## src/rtl/lif_pkg.sv

```systemverilog
package lif_pkg;

  localparam int CFG_W = 31;
  localparam int ROUGH_W = 16;
  localparam int INDEX_W = 3;
  localparam int QUEUE_DEPTH_DEF = 4;

  localparam logic [63:0] SAT31_MAX = 64'h0000_0000_7FFF_FFFF;
  localparam logic [31:0] ONE_Q16 = 32'h0001_0000;

  // Face kinds; the unused code is handled as an active face
  localparam logic [1:0] FACE_INACTIVE   = 2'd0;
  localparam logic [1:0] FACE_CONTINUOUS = 2'd1;
  localparam logic [1:0] FACE_STEP       = 2'd2;
  localparam logic [1:0] FACE_UNUSED     = 2'd3;

  typedef enum logic [INDEX_W-1:0] {
    REG_GRAVITY   = 3'd0,
    REG_TIME_STEP = 3'd1,
    REG_CELL_SIZE = 3'd2,
    REG_MANNING_N = 3'd3,
    REG_DEPTH_THR = 3'd4,
    REG_MAX_DEPTH = 3'd5
  } reg_index_t;

  typedef struct packed {
    logic [CFG_W-1:0]   gravity;
    logic [CFG_W-1:0]   time_step;
    logic [CFG_W-1:0]   cell_size;
    logic [ROUGH_W-1:0] manning_n;
    logic [CFG_W-1:0]   depth_threshold;
    logic [CFG_W-1:0]   max_flow_depth;
  } cfg_t;

  // Classified face as handed from the front end to the back end
  typedef struct packed {
    logic               pass;
    logic               dry;
    logic [31:0]        q_old;
    logic [30:0]        qv;
    logic [30:0]        h;
    logic signed [33:0] ds;
  } face_t;

  function automatic logic [30:0] sat31(input logic [63:0] v);
    logic [30:0] r;
    r = (v > SAT31_MAX) ? 31'h7FFF_FFFF : v[30:0];
    return r;
  endfunction

endpackage

```

## src/rtl/lif_queue.sv

```systemverilog
module lif_queue #(
  parameter int DEPTH = lif_pkg::QUEUE_DEPTH_DEF
) (
  input  logic           clk,
  input  logic           rst,
  input  logic           push_valid,
  output logic           push_ready,
  input  lif_pkg::face_t push_data,
  output logic           pop_valid,
  input  logic           pop_ready,
  output lif_pkg::face_t pop_data
);
  import lif_pkg::*;

  localparam int PW = (DEPTH > 1) ? $clog2(DEPTH) : 1;
  localparam int CW = $clog2(DEPTH + 1);

  face_t         entry [DEPTH];
  logic [PW-1:0] wr_ptr;
  logic [PW-1:0] rd_ptr;
  logic [CW-1:0] count;
  logic          do_push;
  logic          do_pop;

  assign push_ready = (count != CW'(DEPTH));
  assign pop_valid  = (count != '0);
  assign do_push    = push_valid && push_ready;
  assign do_pop     = pop_valid && pop_ready;
  assign pop_data   = entry[rd_ptr];

  // Store incoming transaction
  always_ff @(posedge clk) begin
    if (do_push) begin
      entry[wr_ptr] <= push_data;
    end
  end

  // Advance pointers and occupancy
  always_ff @(posedge clk) begin
    if (rst) begin
      wr_ptr <= '0;
      rd_ptr <= '0;
      count  <= '0;
    end else begin
      if (do_push) begin
        wr_ptr <= (wr_ptr == PW'(DEPTH - 1)) ? '0 : wr_ptr + 1'b1;
      end
      if (do_pop) begin
        rd_ptr <= (rd_ptr == PW'(DEPTH - 1)) ? '0 : rd_ptr + 1'b1;
      end
      if (do_push && !do_pop) begin
        count <= count + 1'b1;
      end else if (do_pop && !do_push) begin
        count <= count - 1'b1;
      end
    end
  end

endmodule

```

## config.mk

```make
export PLATFORM = sky130hd
export DESIGN_NAME = lif_queue
export DESIGN_NICKNAME = d
export VERILOG_FILES = /design/src/rtl/lif_pkg.sv /design/src/rtl/lif_queue.sv
export SDC_FILE = /design/constraint.sdc
export NUM_CORES = 1
export LEC_CHECK = 0
export BUFFER_PORTS_ARGS = -buffer_cell sky130_fd_sc_hd__buf_2
export CORE_AREA = 10 10 191 193
export CTS_CLUSTER_DIAMETER = 80
export DETAILED_ROUTE_END_ITERATION = 8
export DIE_AREA = 0 0 201 203
export MAX_ROUTING_LAYER = met4
export PLACE_DENSITY = 0.82
export SLEW_MARGIN = 20
export SYNTH_ARGS = -nofsm -noshare
export SYNTH_HDL_FRONTEND = slang
export SYNTH_SLANG_ARGS = --single-unit
```

## constraint.sdc

```tcl
create_clock -name clk -period 5.1 [get_ports clk]
set_input_delay 0.765 -clock clk [delete_from_list [all_inputs] [get_ports clk]]
set_output_delay 0.765 -clock clk [all_outputs]
set_load 0.005 [all_outputs]
```

* Word-level counts from Yosys, hierarchy flattened
Memories as Yosys holds them, arrays and structs flattened. A register that Yosys moved wholly into a read port is not among the register bits. Index checks and enable logic that the tools add are counted.
Cells by class: add/subtract/negate cells 4, equal/unequal tests 3, multiplexer cells 8, reductions and logical operators 8
Operators with widths (number):
- $mux 2 | 4
- $mux 3 | 2
- $add 2x1->2 const B | 2
- $eq 2x2->1 const B | 2
- $logic_and 1x1->1 | 4
- $add 3x1->3 const B | 1
- $ne 3x3->1 const B | 1
- $reduce_bool 3->1 | 1
- $sub 3x1->3 const B | 1
- $logic_not 1->1 | 2
- $mux 1 | 2
- $reduce_bool 2->1 | 1
Word-level totals: register bits after elaboration 7, RAM bits 520, input port bits 134, output and inout port bits 132, memories kept 1
Memories:
- entry | words 4, width 130, rd ports 1, clocked after memory_dff 1, write ports 1, RTL line lif_queue.sv:18 | face_t entry [DEPTH];

* Depth between registers and ports, before layout
word-level depth 6, mapped depth 9, gate-level depth less buffers 8

* Least setup slack after synthesis
No wires, ideal clock.
kind input -> register, start input push_valid, end memory entry[3][0] in the netlist's numbering, enable pin, data arrival time 2394 ps, setup slack 2275 ps, stages on the path 1, path buffers 0, cells stage by stage and3_2
On the way: word-level cells in the longest chain between the ends 3
RTL lines:
- start, declared | RTL line lif_queue.sv:6 | input logic push_valid,
- $logic_and 1x1->1 | RTL line lif_queue.sv:27 | assign do_push = push_valid && push_ready;
- $mux 1 | RTL line lif_queue.sv:33 | if (do_push) begin
- $mux 1 (implied by the code) | RTL line lif_queue.sv:34 | entry[wr_ptr] <= push_data;
- end, declared | RTL line lif_queue.sv:18
No other way between the ends.

==> out/results.txt <==
Outcome - finished clean
DP Area - 21070 um^2
Hold Slack - 421.7 ps
Vias - 8678
Fin area - 22680 um^2
PD cells - 484.1 nW/um^2
Initial antenna violation count - 8
CP max stage delay - 910 ps
Worst EP arrival - 2710 ps
Final core occ - 69.88%
Die footprint - 40800 um^2
Final period utilization - 68.21%
Clock tree sinks - 529
Initial DRC Count - 616
Post-place setup slack - 2090 ps
# setup viols final - 0
R2r setup slk - 2580 ps
Final worst path period need - 3479 ps
Slowest CP cell - dfxtp_4
CTS tree - built
Post_cts resized - 0
Syn Area/Cell - 26.47 um^2
Setup CP Type - reg -> out
Worst slew pin tran - 1097 ps
Gr ovfl total - 0
CTS Buffer Depth - 3
Register area share after synthesis - 82.08%
First-pass DRT Iterations - 5
Final WS setup - 1621 ps
CTS Buf Count - 51
Critical path cell sequence - buf_12 -> mux4_2 -> buf_2
FF+latch count, synth - 529
Min-Delay Path Class - in -> reg
Routability cong. - 0.7229
# port buffers - 265
Fin. max-slew vios - 0
Worst setup SP type - flip-flop
Routed vias/inst - 5.747
Vias in the first global route - 9267
RSZ-0062 raised after global routing - false
Total track usage - 19.27%
Setup tns final - 0 ps
DR DRC count - 0
Synth Cell Area - 19240 um^2
Core Area - 32450 um^2
Top Ports - 266
Worst vdd ir - 344.0 uV
Max-slew headroom - 26.89%
Crit Reg-Reg Startpoint - count[0]$_SDFFE_PP0P_
Routed WL - 38130 um
Nets - 1163
Post-Synthesis Cells - 727
Post-synth top area cell - edfxtp_1
Synth top area share - 81.14%
DP HPWL - 22570 um
FP Rows - 66
Maximum clock rate - 287.5 MHz
Largest delay share family, worst path - flip-flops
Min-delay src - push_data[90]
Lkg Pwr - 7.551 nW
Top area cells in the synthesized netlist - edfxtp_1 81%, mux4_2 15%, dfxtp_1 0.94%
Final antenna-violating net count - 0
Non-Filler Instances - 1510
Chip width - 201 um
Drt wl/cell - 25.25 um
Worst Path Required - 4340 ps
Synth warn - 0
Die height - 203 um
Syn-to-layout area delta - 17.85%
Endpoint class of the critical path - output port
Max Fanout on Critical Path - 49
Maxcap violations - 0
Clock Skew - 18.85 ps
H-tree levels - 2
CTS Hold Bufs - 0
Clk root buf - clkbuf_16
Syn nets - 868
Crit path buf inv count - 2
First-pass GRT wire length - 58070 um
Clock transition at path regs - 60 ps
Layout cells sized above 1 - 45.75%
Cell variety after synth - 28
Placed instance count - 1411
Clock Latency Late Sink - 550 ps
Starting Density - 59.30%
Total power - 10.98 mW
Final hold vios - 0
Largest net degree at the start of global routing - 78
Post-CTS setup buffers - 0
Yosys cell counts:
master / count
nor3_1: 1
buf_2: 10
xor2_1: 2
or3b_1: 1
and2_4: 1
and3_2: 4
buf_1: 3
or3_2: 2
buf_6: 11
nand2_1: 1
o31ai_2: 1
or3_1: 1
clkbuf_2: 2
o21ai_0: 1
fa_1: 1
o31ai_1: 1
ha_1: 6
inv_1: 3
a21oi_1: 2
dfxtp_1: 9
nand3_1: 1
buf_4: 3
edfxtp_1: 520
clkbuf_1: 2
mux2i_1: 3
mux4_2: 130
nand2b_1: 2
nor2_1: 3
per-layer routing:
metal  routed length (um)  track usage [%]  up-vias
met5                    0                -        -
met4                  775            5.464        0
met3                 2675            4.506       59
met2                19750            30.72      310
met1                14930            24.69     4561
li1                     -                -     3748
layout by cell type (no fill, tap or decap), types with 7 or more instances in the layout:
| master | instances |
|---|---|
| clkbuf_16 | 51 |
| clkinv_2 | 8 |
| buf_12 | 7 |
| mux4_2 | 130 |
| edfxtp_1 | 520 |
| clkbuf_1 | 8 |
| diode_2 | 8 |
| clkinv_1 | 11 |
| dfxtp_1 | 7 |
| buf_2 | 265 |
where the power goes:
group | switching [mW] | internal [mW]
registers | 0.205 | 5.27
clock network | 1.48 | 2.06
logic | 0.981 | 0.984
total | 2.66 | 8.32
cells by family after synthesis:
logic type,count (synthesis),share of synthesized area (%)
AO/OA/AOI/OAI,5,0.1820
XOR/XNOR,2,0.09104
adder cells (fa/ha/maj),7,0.4941
buffers and inverters,34,1.229
flip-flops,529,82.08
multiplexers,133,15.37
AND/OR/NAND/NOR,17,0.5526
worst register-to-register path, delay by kind of cell (launching register included):
kind	cells	cell delay, ps
AND/OR/NAND/NOR	2	1110
flip-flops	1	430
buffers and inverters	1	420
area by class of cell:
cell class | count | area (um^2)
fill | 1915 | 9774
timing repair buffer | 273 | 1474
sequential | 529 | 15800
clock buffer | 65 | 1389
clock inverter | 26 | 202.7
inverter | 3 | 11.26
tap | 442 | 553.0
antenna | 8 | 20.02
multi-input combinational | 164 | 3227
final timing paths:
check / cells after the start / end
hold reg to reg: 2 / flip-flop
setup / recovery: 3 / pop_data[116]
hold / removal: 1 / entry[3][90]$_DFFE_PP_
setup reg to reg: 3 / entry[1][109]$_DFFE_PP_
flip-flops by register name, indices dropped and copies added, names as in the netlist, named ones only:
name,flops
entry,520
count,3
rd_ptr,2
wr_ptr,2
Power figures use the tool's default switching activity.
