## src/rtl/lif_pkg.sv

```systemverilog
package lif_pkg;

  localparam int CFG_W = 31;
  localparam int ROUGH_W = 16;
  localparam int INDEX_W = 3;
  localparam int QUEUE_DEPTH_DEF = 4;

  localparam logic [63:0] SAT31_MAX = 64'h0000_0000_7FFF_FFFF;
  localparam logic [31:0] ONE_Q16 = 32'h0001_0000;

  // Face kinds; the unused code is handled as an active face
  localparam logic [1:0] FACE_INACTIVE   = 2'd0;
  localparam logic [1:0] FACE_CONTINUOUS = 2'd1;
  localparam logic [1:0] FACE_STEP       = 2'd2;
  localparam logic [1:0] FACE_UNUSED     = 2'd3;

  typedef enum logic [INDEX_W-1:0] {
    REG_GRAVITY   = 3'd0,
    REG_TIME_STEP = 3'd1,
    REG_CELL_SIZE = 3'd2,
    REG_MANNING_N = 3'd3,
    REG_DEPTH_THR = 3'd4,
    REG_MAX_DEPTH = 3'd5
  } reg_index_t;

  typedef struct packed {
    logic [CFG_W-1:0]   gravity;
    logic [CFG_W-1:0]   time_step;
    logic [CFG_W-1:0]   cell_size;
    logic [ROUGH_W-1:0] manning_n;
    logic [CFG_W-1:0]   depth_threshold;
    logic [CFG_W-1:0]   max_flow_depth;
  } cfg_t;

  // Classified face as handed from the front end to the back end
  typedef struct packed {
    logic               pass;
    logic               dry;
    logic [31:0]        q_old;
    logic [30:0]        qv;
    logic [30:0]        h;
    logic signed [33:0] ds;
  } face_t;

  function automatic logic [30:0] sat31(input logic [63:0] v);
    logic [30:0] r;
    r = (v > SAT31_MAX) ? 31'h7FFF_FFFF : v[30:0];
    return r;
  endfunction

endpackage

```

## src/rtl/lif_front.sv

```systemverilog
module lif_front (
  input  logic            clk,
  input  logic            rst,
  input  lif_pkg::cfg_t   cfg,
  input  logic            in_valid,
  output logic            in_ready,
  input  logic [1:0]      face_kind,
  input  logic [31:0]     q_old,
  input  logic [30:0]     friction_discharge,
  input  logic [30:0]     depth_left,
  input  logic [31:0]     bed_left,
  input  logic [30:0]     depth_right,
  input  logic [31:0]     bed_right,
  output logic            face_valid,
  input  logic            face_ready,
  output lif_pkg::face_t  face
);
  import lif_pkg::*;

  logic               adv;
  logic               f1_valid;
  logic [1:0]         f1_kind;
  logic [31:0]        f1_q_old;
  logic [30:0]        f1_qv;
  logic signed [32:0] f1_sl;
  logic signed [32:0] f1_sr;
  logic signed [31:0] f1_zl;
  logic signed [31:0] f1_zr;

  logic signed [32:0] surf_max;
  logic signed [31:0] bed_max;
  logic signed [33:0] hs;
  logic [30:0]        h_clamp;
  face_t              face_next;

  assign adv = !face_valid || face_ready;
  assign in_ready = adv;

  // Capture the face and form both water surfaces
  always_ff @(posedge clk) begin
    if (rst) begin
      f1_valid <= 1'b0;
    end else if (adv) begin
      f1_valid <= in_valid;
    end
    if (adv) begin
      f1_kind  <= face_kind;
      f1_q_old <= q_old;
      f1_qv    <= friction_discharge;
      f1_sl    <= $signed({bed_left[31], bed_left}) + $signed({2'b00, depth_left});
      f1_sr    <= $signed({bed_right[31], bed_right}) + $signed({2'b00, depth_right});
      f1_zl    <= $signed(bed_left);
      f1_zr    <= $signed(bed_right);
    end
  end

  // Flow depth, clamp and dry test
  always_comb begin
    surf_max = (f1_sl > f1_sr) ? f1_sl : f1_sr;
    bed_max  = (f1_zl > f1_zr) ? f1_zl : f1_zr;
    hs = $signed({surf_max[32], surf_max}) - $signed({{2{bed_max[31]}}, bed_max});
    if (hs[33]) begin
      h_clamp = '0;
    end else if (hs[32:0] > {2'b00, cfg.max_flow_depth}) begin
      h_clamp = cfg.max_flow_depth;
    end else begin
      h_clamp = hs[30:0];
    end
    face_next.pass  = (f1_kind == FACE_INACTIVE);
    face_next.dry   = (h_clamp < cfg.depth_threshold) || (h_clamp == '0);
    face_next.q_old = f1_q_old;
    face_next.qv    = f1_qv;
    face_next.h     = h_clamp;
    face_next.ds    = $signed({f1_sr[32], f1_sr}) - $signed({f1_sl[32], f1_sl});
  end

  always_ff @(posedge clk) begin
    if (rst) begin
      face_valid <= 1'b0;
    end else if (adv) begin
      face_valid <= f1_valid;
    end
    if (adv) begin
      face <= face_next;
    end
  end

endmodule

```

## config.mk

```make
export PLATFORM = sky130hd
export DESIGN_NAME = lif_front
export DESIGN_NICKNAME = d
export VERILOG_FILES = /design/src/rtl/lif_pkg.sv /design/src/rtl/lif_front.sv
export SDC_FILE = /design/constraint.sdc
export NUM_CORES = 1
export LEC_CHECK = 0
export BUFFER_PORTS_ARGS = -buffer_cell sky130_fd_sc_hd__buf_4
export CORE_AREA = 2 2 204 206
export CTS_CLUSTER_SIZE = 20
export DETAILED_ROUTE_END_ITERATION = 8
export DIE_AREA = 0 0 206 208
export HOLD_SLACK_MARGIN = 0.1
export PLACE_DENSITY_LB_ADDON = 0.3
export RECOVER_POWER = 25
export SLEW_MARGIN = 20
export SYNTH_ARGS = -nofsm -noshare
export SYNTH_HDL_FRONTEND = slang
export SYNTH_SLANG_ARGS = --single-unit
```

## constraint.sdc

```tcl
create_clock -name clk -period 33.9 [get_ports clk]
set_clock_uncertainty 0.1 [all_clocks]
set_input_delay 6.78 -clock clk [delete_from_list [all_inputs] [get_ports clk]]
set_output_delay 6.78 -clock clk [all_outputs]
set_load 0.005 [all_outputs]
```

Word level (Yosys, flattened, before mapping)
Index checks and enable logic that the tools add are counted.

word-level totals
  bits of input ports = 366
  output and inout bits = 132
  bits in registers = 327
  logic and storage cells = 32

cells by class
  mux-type cells = 4
  add/subtract/negate cells = 4
  order comparisons = 4
  reduce and logical (&&, ||, !) cells = 5

operators by type and width
  kind                count
  $add A32 B32 Y33    2
  $mux W31            2
  $sub A33 B32 Y34    1
  $sub A33 B33 Y34    1
  $gt A33 B31 Y1      1
  $gt A33 B33 Y1      1
  $mux W33            1
  $gt A32 B32 Y1      1
  $mux W32            1
  $logic_not A31 Y1   1
  $lt A31 B31 Y1      1
  $logic_not A2 Y1    1
  $logic_or A1 B1 Y1  2
  $logic_not A1 Y1    1

Logic depth before layout (Yosys ltp)
Gate-level depths: netlist (run 1).

  depth in word-level cells = 8
  depth in mapped cells = 50
  depth with buffers taken out = 46

Worst setup path before layout (run 1)
No wires, ideal clock.

  path type = input-to-output
  start = in face_ready
  end = out in_ready
  setup slack = 12.391 ns
  stages on the path = 1
  path buffers = 0
  arrival = 14.629 ns
  required time = 27.020 ns
  path through = nand2b_1

on the way
  longest elaborated chain between the ends = 1

RTL lines
  what                RTL line         source
  start, declared     lif_front.sv:15  input logic face_ready,
  $logic_or A1 B1 Y1  lif_front.sv:36  assign adv = !face_valid || face_ready;
  end, declared       lif_front.sv:6   output logic in_ready,

Every way passes these cells.

Worst setup path after layout (run 1)
Ends and elaborated chain as after synthesis.

==> results.json, run 1 <==
{
  "root_buffer": "clkbuf_16",
  "worstPathArrival_ns": 7.80,
  "dpl.hpwl_um": 48400,
  "status": "complete, no violations",
  "dieArea_mm2": 0.0428,
  "crit_path_start_kind": "primary input",
  "ys.flop_type": "edfxtp_1",
  "gp_congestion": 0.923,
  "die_w_um": 206,
  "tightest_slew_ns": 1.41,
  "final_max_slew_viol_count": 0,
  "cp_num_cells": 3,
  "fmax_mhz": 68.1,
  "syn2layout_area_growth_pct": 20.4,
  "async_flop_share_pct": 0,
  "clkTransAtPathRegs_ns": 0.05,
  "syn_area_mm2": 0.0221,
  "fin_crit_ns": 14.68,
  "fillCellCount": 3177,
  "r2r-start": "f1_sr[0]",
  "grt_pass1_wl_um": 94800,
  "antenna_found_initial": 0,
  "final.setup.tns_ns": 0,
  "routedWlPerCell_um": 20.7,
  "cp_max_fo": 57,
  "num_rows": 74,
  "die_h_um": 208,
  "crit_top_cell": "buf_4",
  "ys_warn_count": 0,
  "worst_ep_required_time_ns": 27.02,
  "combPwrFrac_pct": 53.8,
  "internal_power_mw": 1.30,
  "drc": 0,
  "rsz0062_at_grt": "false",
  "ys_seq_area_share_pct": 44.3,
  "irDropWorstVdd_mv": 0.0691,
  "timing.final.crit_share_pct": 43.3,
  "place_area_mm2": 0.0255,
  "vias": 18200,
  "crit_type": "in -> out",
  "nets": 3029,
  "final-setup-viol-count": 0,
  "diodes": 0,
  "p_seq_share_pct": 26.9,
  "grt_pass1_vias": 17300,
  "insertion_delay_ns": 0.57,
  "reg2reg_slack_ns": 20.90,
  "ant_nets": 0,
  "core_mm2": 0.0406,
  "ctsHoldBuffers": 0,
  "cp-startpoint": "face_ready",
  "slowest_delay_ns": 0.63,
  "cts_resized": 0,
  "cp-end-kind": "output pin",
  "critical_path.endpoint": "in_ready",
  "r2r-end": "face[128]",
  "p_clk_share_pct": 19.3,
  "cts_tree": "built",
  "synth_seq_cells": 327,
  "synth_common_cells": "325 x edfxtp_1, 221 x ha_1, 173 x inv_1",
  "synthMostInstantiatedCell": "edfxtp_1",
  "grt-ovfl-total": 0,
  "io_pins": 498,
  "synthCells": 2079,
  "grt_start_max_net_pins": 121,
  "worstPathCellList": "buf_4, nand2b_4, buf_4",
  "via_per_inst": 6.07,
  "drt-total-wl_um": 61900,
  "htreeDepth": 2,
  "ys_types": 89,
  "hold_path.class": "reg -> reg",
  "cts_sinks": 327,
  "relSlewSlack_pct": 5.83,
  "cap_violations": 0,
  "io_buffer_count": 388,
  "final_area_mm2": 0.0266,
  "drtIter0Drc": 1714,
  "netlist_top_cells_area": "edfxtp_1 44%, ha_1 12%, inv_1 2.9%",
  "synth_edf_count": 325,
  "cts_buffer_depth": 3,
  "switching_power_mw": 0.884,
  "power.leakage_nw": 12.1,
  "grt_usage_pct": 28.3,
  "synth_largest_area_cell": "edfxtp_1",
  "switching_share_pct": 40.5,
  "reg2reg_depth": 45,
  "hold_viol": 0,
  "drt_first_pass_iters": 6,
  "worst-path-buf-inv": 2,
  "drive_gt1_share_pct": 19.1,
  "power.density_mw_per_mm2": 81.9,
  "cp_slowest_cell": "nand2b_4",
  "synth.top_cell.area_share_pct": 44.1,
  "postCtsSetupRepairBufs": 0,
  "crit_family": "simple AND/OR/NAND/NOR gates",
  "initial_core_util_pct": 54.6,
  "syn_nets": 2670,
  "syn_avg_cell_area_um2": 10.6,
  "cts_buffers": 38
}
power by group through the flow:
| stage | Sequential, mW | Combinational, mW | Clock [mW] |
|---|---|---|---|
| 3_5_place_dp | 0.596 | 1.16 | 0 |
| 2_1_floorplan | 0.592 | 0.829 | 0 |
| 4_1_cts | 0.588 | 1.16 | 0.429 |
| 5_1_grt | 0.594 | 1.30 | 0.444 |
| 3_3_place_gp | 0.592 | 1.12 | 0 |
| 6_report | 0.588 | 1.17 | 0.422 |
stage by stage:
step / hold WS (ns) / cells / setup slack [ns] / util [%] / power [mW]
after floorplan: 0.300 / 2079 / 12.39 / - / 1.42
after global placement: 0.300 / 2930 / 19.23 / 62.9 / 1.71
after detailed placement: 0.305 / 2930 / 19.21 / 62.9 / 1.75
after CTS: 0.315 / 2998 / 19.19 / 66.1 / 2.18
after global routing: 0.322 / 2998 / 19.15 / 65.7 / 2.34
final: 0.318 / 2998 / 19.22 / 65.7 / 2.18
how the worst min path moves through the flow:
stage                            to  slack [ns]         from  cells after the start
after floorplan           face[100]        0.30  f1_q_old[4]                      0
after global placement     face[77]        0.30    f1_qv[12]                      0
after detailed placement   face[69]        0.30     f1_qv[4]                      0
after CTS                  face[81]        0.32    f1_qv[16]                      0
after global routing       face[91]        0.32    f1_qv[26]                      0
final                      face[91]        0.32    f1_qv[26]                      0
logic make-up after synthesis:
family | after synthesis | share of synthesized area, %
compound gates | 587 | 19.3
fa+ha+maj | 225 | 12.9
simple gates | 552 | 13.6
xor+xnor | 100 | 3.96
buf+inv | 258 | 4.67
mux | 30 | 1.36
flops | 327 | 44.3
layer usage:
layer	GRT usage [%]	up-vias	part of all wire [%]
met4	6.43	0	1.9
met1	41.0	8604	44
met2	45.0	794	45
met5	0	-	0
li1	-	8715	-
met3	4.04	85	8.2
registers in the layout, summed over array words and instances, names as in the netlist:
name	flops
f1_qv	31
f1_zr	32
face	130
f1_kind	2
f1_valid	1
f1_q_old	32
f1_zl	32
f1_sl	33
face_valid	1
f1_sr	33
final cells by class:
| class | count | area [um^2] | area share (%) |
|---|---|---|---|
| repair buffers | 401 | 2870 | 10.8 |
| clock inverters | 23 | 279 | 1.05 |
| multi-input cells | 1494 | 11400 | 42.7 |
| inverters | 176 | 661 | 2.48 |
| well taps | 532 | 666 | 2.50 |
| flip-flops and latches | 327 | 9800 | 36.8 |
| clock buffers | 45 | 1010 | 3.78 |
cell usage in the layout (no fill, tap or decap), types with 35 or more instances in the layout:
master | Yosys | layout
a211oi_1 | 50 | 50
a21o_1 | 86 | 86
a21oi_1 | 115 | 115
and3_1 | 39 | 39
buf_4 | 0 | 302
clkbuf_1 | 68 | 42
clkbuf_16 | 0 | 38
clkbuf_4 | 0 | 61
edfxtp_1 | 325 | 325
ha_1 | 221 | 220
inv_1 | 173 | 173
nand2_1 | 96 | 96
nand3_1 | 38 | 37
nand4_1 | 65 | 65
nor2_1 | 111 | 110
o21ai_0 | 76 | 76
o311ai_0 | 35 | 35
xnor2_1 | 65 | 65
xor2_1 | 35 | 35
Note: power is estimated with default switching activity, not from simulation.
==> run 2, diff against run 1 <==
Clock period 33.9 ns to 14.22 ns, I/O delays scaled along.
==> run 2 against run 1 <==
Sequential share of layout area is 0.13 points higher. Cell count unchanged. Critical path depth is 42 higher. Power up 140%. Critical endpoint is now face[128]. Flip-flop and latch count did not move. Register-to-register slack worse by 18 ns. Utilization down 0.24 points. Clock power grew 130%. Global-route usage decreased by 0.12 points. Highest routed layer unchanged. Die area stayed put. Cell area decreased by 0.36%. Non-clock buffer count up 1.
==> results.json, run 2 (synthesized netlist as in run 1, its figures left out) <==
{
  "layout_common_cells": "325 x edfxtp_1, 278 x buf_4, 220 x ha_1",
  "power.leakage_nw": 12.0,
  "largest_register_ffs": 130,
  "syn2layout_area_growth_pct": 20.0,
  "rsz0062_at_grt": "false",
  "drc": 0,
  "via_per_inst": 6.04,
  "fmax_mhz": 86.7,
  "final_max_slew_viol_count": 0,
  "cap_violations": 0,
  "dieArea_mm2": 0.0428,
  "die_h_um": 208,
  "worst_ep_required_time_ns": 14.54,
  "crit_type": "reg -> reg",
  "total_power_mw": 5.15,
  "diodes": 0,
  "grt_pass1_wl_um": 94200,
  "routedWlPerCell_um": 20.6,
  "cp_max_fo": 37,
  "fin_crit_ns": 11.54,
  "initial_core_util_pct": 54.6,
  "status": "complete, no violations",
  "final-setup-viol-count": 0,
  "tightest_slew_ns": 1.07,
  "drt-total-wl_um": 61700,
  "postLayoutCoreUtil_pct": 65.5,
  "drt_first_pass_iters": 6,
  "ctsHoldBuffers": 0,
  "cts_resized": 0,
  "irDropWorstVdd_mv": 0.107,
  "cts_sinks": 327,
  "die_w_um": 206,
  "cts_tree": "built",
  "cts_buffer_depth": 3,
  "grt_pass1_vias": 17300,
  "ant_nets": 0,
  "antenna_found_initial": 0,
  "vias": 18100,
  "root_buffer": "clkbuf_16",
  "drive_gt1_share_pct": 18.6,
  "final.setup.tns_ns": 0,
  "cp_slowest_cell": "fa_1",
  "num_rows": 74,
  "relSlewSlack_pct": 29.0,
  "io_buffer_count": 388,
  "nets": 3030,
  "dpl.hpwl_um": 48700,
  "cp-end-kind": "flop",
  "power.density_mw_per_mm2": 194,
  "cts_buffers": 38,
  "io_pins": 498,
  "timing.final.crit_share_pct": 81.1,
  "fillCellCount": 3142,
  "reg.largest.list": "face (130), f1_sl (33), f1_sr (33)",
  "crit_family": "compound AO/OA/AOI/OAI gates",
  "reg2reg_slack_ns": 2.68,
  "clkTransAtPathRegs_ns": 0.06,
  "crit_path_start_kind": "flop",
  "insertion_delay_ns": 0.57,
  "slowest_delay_ns": 0.52,
  "drtIter0Drc": 1684,
  "worst-path-buf-inv": 3,
  "gp_congestion": 0.903,
  "grt_usage_pct": 28.2,
  "crit_top_cell": "a21o_1",
  "postCtsSetupRepairBufs": 0,
  "hold_path.class": "reg -> reg",
  "grt_start_max_net_pins": 126,
  "htreeDepth": 2,
  "final_common_cell": "edfxtp_1",
  "largest-register": "face",
  "grt-ovfl-total": 0,
  "core_mm2": 0.0406,
  "hold_viol": 0,
  "worstPathArrival_ns": 11.86
}
[run 2: cell types whose count changed in the layout (fill, tap and decap cells not counted), sizes merged]
cell	delta
clkbuf	+25
clkinvlp	-2
bufinv	-1
clkinv	+2
buf	-24
[run 2: where the power goes]
| group | leakage, nW | total (mW) | internal, mW | switching [mW] |
|---|---|---|---|---|
| registers | 3.44 | 1.40 | 1.31 | 0.0852 |
| clock network | 0.588 | 0.962 | 0.567 | 0.394 |
| logic | 7.98 | 2.79 | 1.18 | 1.61 |
| total | 12.0 | 5.15 | 3.06 | 2.09 |
[run 2: metal layers]
metal	track usage, %	wire, um	up-vias
met3	4.61	5080	92
met4	8.67	1800	0
met1	40.4	27500	8575
met5	0	0	-
met2	43.8	27300	744
li1	-	-	8709
[run 2: through the flow]
step           worst slack (ns)  area [um^2]  std cells  hold slack (ns)
3_3_place_gp               2.87        25500       2931            0.300
2_1_floorplan             0.583        22100       2079            0.300
5_1_grt                    1.79        26600       2998            0.321
4_1_cts                    2.75        26700       2998            0.317
3_5_place_dp               2.81        25500       2931            0.305
6_report                   2.68        26600       2998            0.315
[run 2: final cells by class]
type                       count  area, um^2  area share, %
inverter                     176         661           2.49
sequential                   327        9800           36.9
tap                          532         666           2.51
multi-input combinational   1494       11400           42.8
clock inverter                22         243          0.914
timing repair buffer         402        2840           10.7
clock buffer                  45         977           3.68
[run 2: path summary, 6_finish.rpt]
path              from   endpoint  cells after the start
max           f1_sr[0]  face[128]                     45
min          f1_qv[28]   face[93]                      0
max reg2reg   f1_sr[0]  face[128]                     45
min reg2reg  f1_qv[28]   face[93]                      0
[run 2: worst reg2reg max path: cells and delay by family, from the launching register on]
family | cells | cell delay, ns
AO/OA/AOI/OAI | 30 | 7.10
adder cells (fa/ha/maj) | 5 | 1.80
AND/OR/NAND/NOR | 6 | 0.99
buffers and inverters | 3 | 0.71
flip-flops | 1 | 0.42
XOR/XNOR | 1 | 0.26
==> run 3, diff against run 2 <==
Clock period 14.22 ns to 10.92 ns, I/O delays scaled along.
==> run 3 against run 2 <==
Register-to-register slack got worse by 2.1 ns. Count of clock-buffer cells in the layout up 1. Sequential share of layout area down 0.062 points. Non-clock buffer count is 4 higher. Largest cell class unchanged. Critical endpoint unchanged.
==> results.json, run 3 (synthesized netlist as in run 1, its figures left out) <==
{
  "cp_max_fo": 20,
  "htreeDepth": 2,
  "min_path_cells": 0,
  "largest-register": "face",
  "postCtsSetupRepairBufs": 0,
  "antenna_found_initial": 2,
  "io_buffer_count": 388,
  "vias": 18200,
  "final_area_mm2": 0.0266,
  "place_area_mm2": 0.0256,
  "largest_register_ffs": 130,
  "hold_ws_ns": 0.313,
  "dieArea_mm2": 0.0428,
  "switching_share_pct": 40.8,
  "p_clk_share_pct": 18.0,
  "combPwrFrac_pct": 55.1,
  "clkTransAtPathRegs_ns": 0.06,
  "tightest_slew_ns": 1.01,
  "p_seq_share_pct": 27.0,
  "crit_top_cell": "a21o_1",
  "relSlewSlack_pct": 32.6,
  "num_rows": 74,
  "crit_path_start_kind": "flop",
  "hold_path.class": "reg -> reg",
  "drtIter0Drc": 1550,
  "cts_resized": 0,
  "cp_slowest_cell": "fa_1",
  "fmax_mhz": 96.7,
  "total_power_mw": 6.75,
  "io_pins": 498,
  "worst_ep_required_time_ns": 11.23,
  "final-setup-viol-count": 0,
  "postLayoutSetupSlackWorst_ns": 0.574,
  "power.leakage_nw": 12.0,
  "irDropWorstVdd_mv": 0.117,
  "drt-total-wl_um": 62000,
  "via_per_inst": 6.07,
  "slowest_delay_ns": 0.51,
  "fin_crit_ns": 10.35,
  "insertion_delay_ns": 0.55,
  "placedCellCount": 2935,
  "drive_gt1_share_pct": 18.7,
  "grt_start_max_net_pins": 158,
  "final_common_cell": "edfxtp_1",
  "cp-end-kind": "flop",
  "ctsHoldBuffers": 0,
  "cts_buffers": 37,
  "syn2layout_area_growth_pct": 20.2,
  "finalNonFillerCells": 2999,
  "die_w_um": 206,
  "final.setup.tns_ns": 0,
  "dp_slack_ns": 0.127,
  "grt_usage_pct": 28.0,
  "switching_power_mw": 2.75,
  "reg.largest.list": "face (130), f1_sl (33), f1_sr (33)",
  "dpl.hpwl_um": 48200,
  "routedWlPerCell_um": 20.7,
  "initial_core_util_pct": 54.6,
  "root_buffer": "clkbuf_16",
  "gp_congestion": 0.923,
  "layout_common_cells": "325 x edfxtp_1, 276 x buf_4, 219 x ha_1",
  "reg2reg_depth": 43,
  "power.density_mw_per_mm2": 254,
  "timing.final.crit_share_pct": 94.7,
  "drt_first_pass_iters": 8,
  "cts_buffer_depth": 3,
  "crit_type": "reg -> reg",
  "cts_tree": "built",
  "hold_viol": 0,
  "die_h_um": 208,
  "cap_violations": 0,
  "nets": 3033,
  "rsz0062_at_grt": "false",
  "ant_nets": 0,
  "internal_power_mw": 3.99,
  "worstPathArrival_ns": 10.65,
  "drc": 0,
  "grt_pass1_wl_um": 93300,
  "cts_sinks": 327,
  "grt-ovfl-total": 0,
  "core_mm2": 0.0406,
  "postLayoutCoreUtil_pct": 65.6,
  "final_max_slew_viol_count": 0,
  "grt_pass1_vias": 16900,
  "status": "complete, no violations"
}
[run 3: cell count changes in the layout (fill, tap and decap cells not counted), moves of 2 or more]
cell / before / now
a21oi_1: 115 / 112
a21oi_2: 0 / 3
buf_12: 0 / 3
buf_4: 278 / 276
clkbuf_1: 55 / 65
clkbuf_4: 76 / 69
clkinv_1: 8 / 6
xnor2_1: 65 / 63
xnor2_2: 0 / 2
[run 3: power groups by stage]
stage | clock network [mW] | logic, mW | registers, mW
2_1_floorplan | 0 | 2.57 | 1.83
6_report | 1.21 | 3.71 | 1.82
4_1_cts | 1.23 | 3.64 | 1.82
5_1_grt | 1.28 | 4.07 | 1.84
3_3_place_gp | 0 | 3.50 | 1.83
3_5_place_dp | 0 | 3.61 | 1.84
[run 3: critical path, delay by kind of cell, from the launching register on]
kind	cells	cell delay [ns]
compound gates	27	6.32
fa+ha+maj	4	1.44
mux	1	0.15
xor+xnor	1	0.19
buf+inv	2	0.34
simple gates	8	1.24
flops	1	0.42
[run 3: metal layers]
layer	vias up	share of wire, %	global-route usage (%)
li1	8738	-	-
met1	8578	44	40.5
met2	800	44	43.1
met3	98	8.8	4.97
met4	4	2.6	7.73
met5	-	0.037	0
[run 3: worst paths after layout]
check | startpoint | endpoint | slack (ns)
worst max-delay path | f1_sl[8] | face[128] | 0.57
worst min-delay path | f1_q_old[3] | face[99] | 0.31
worst max register to register | f1_sl[8] | face[128] | 0.57
worst min register to register | f1_q_old[3] | face[99] | 0.31
[run 3: area by class of cell]
type	instances	area, um^2
Fill cell	3130	14000
Timing Repair Buffer	406	2870
Multi-Input combinational cell	1494	11400
Inverter	176	661
Antenna cell	1	2.50
Clock buffer	46	981
Clock inverter	17	179
Tap cell	532	666
Sequential cell	327	9800
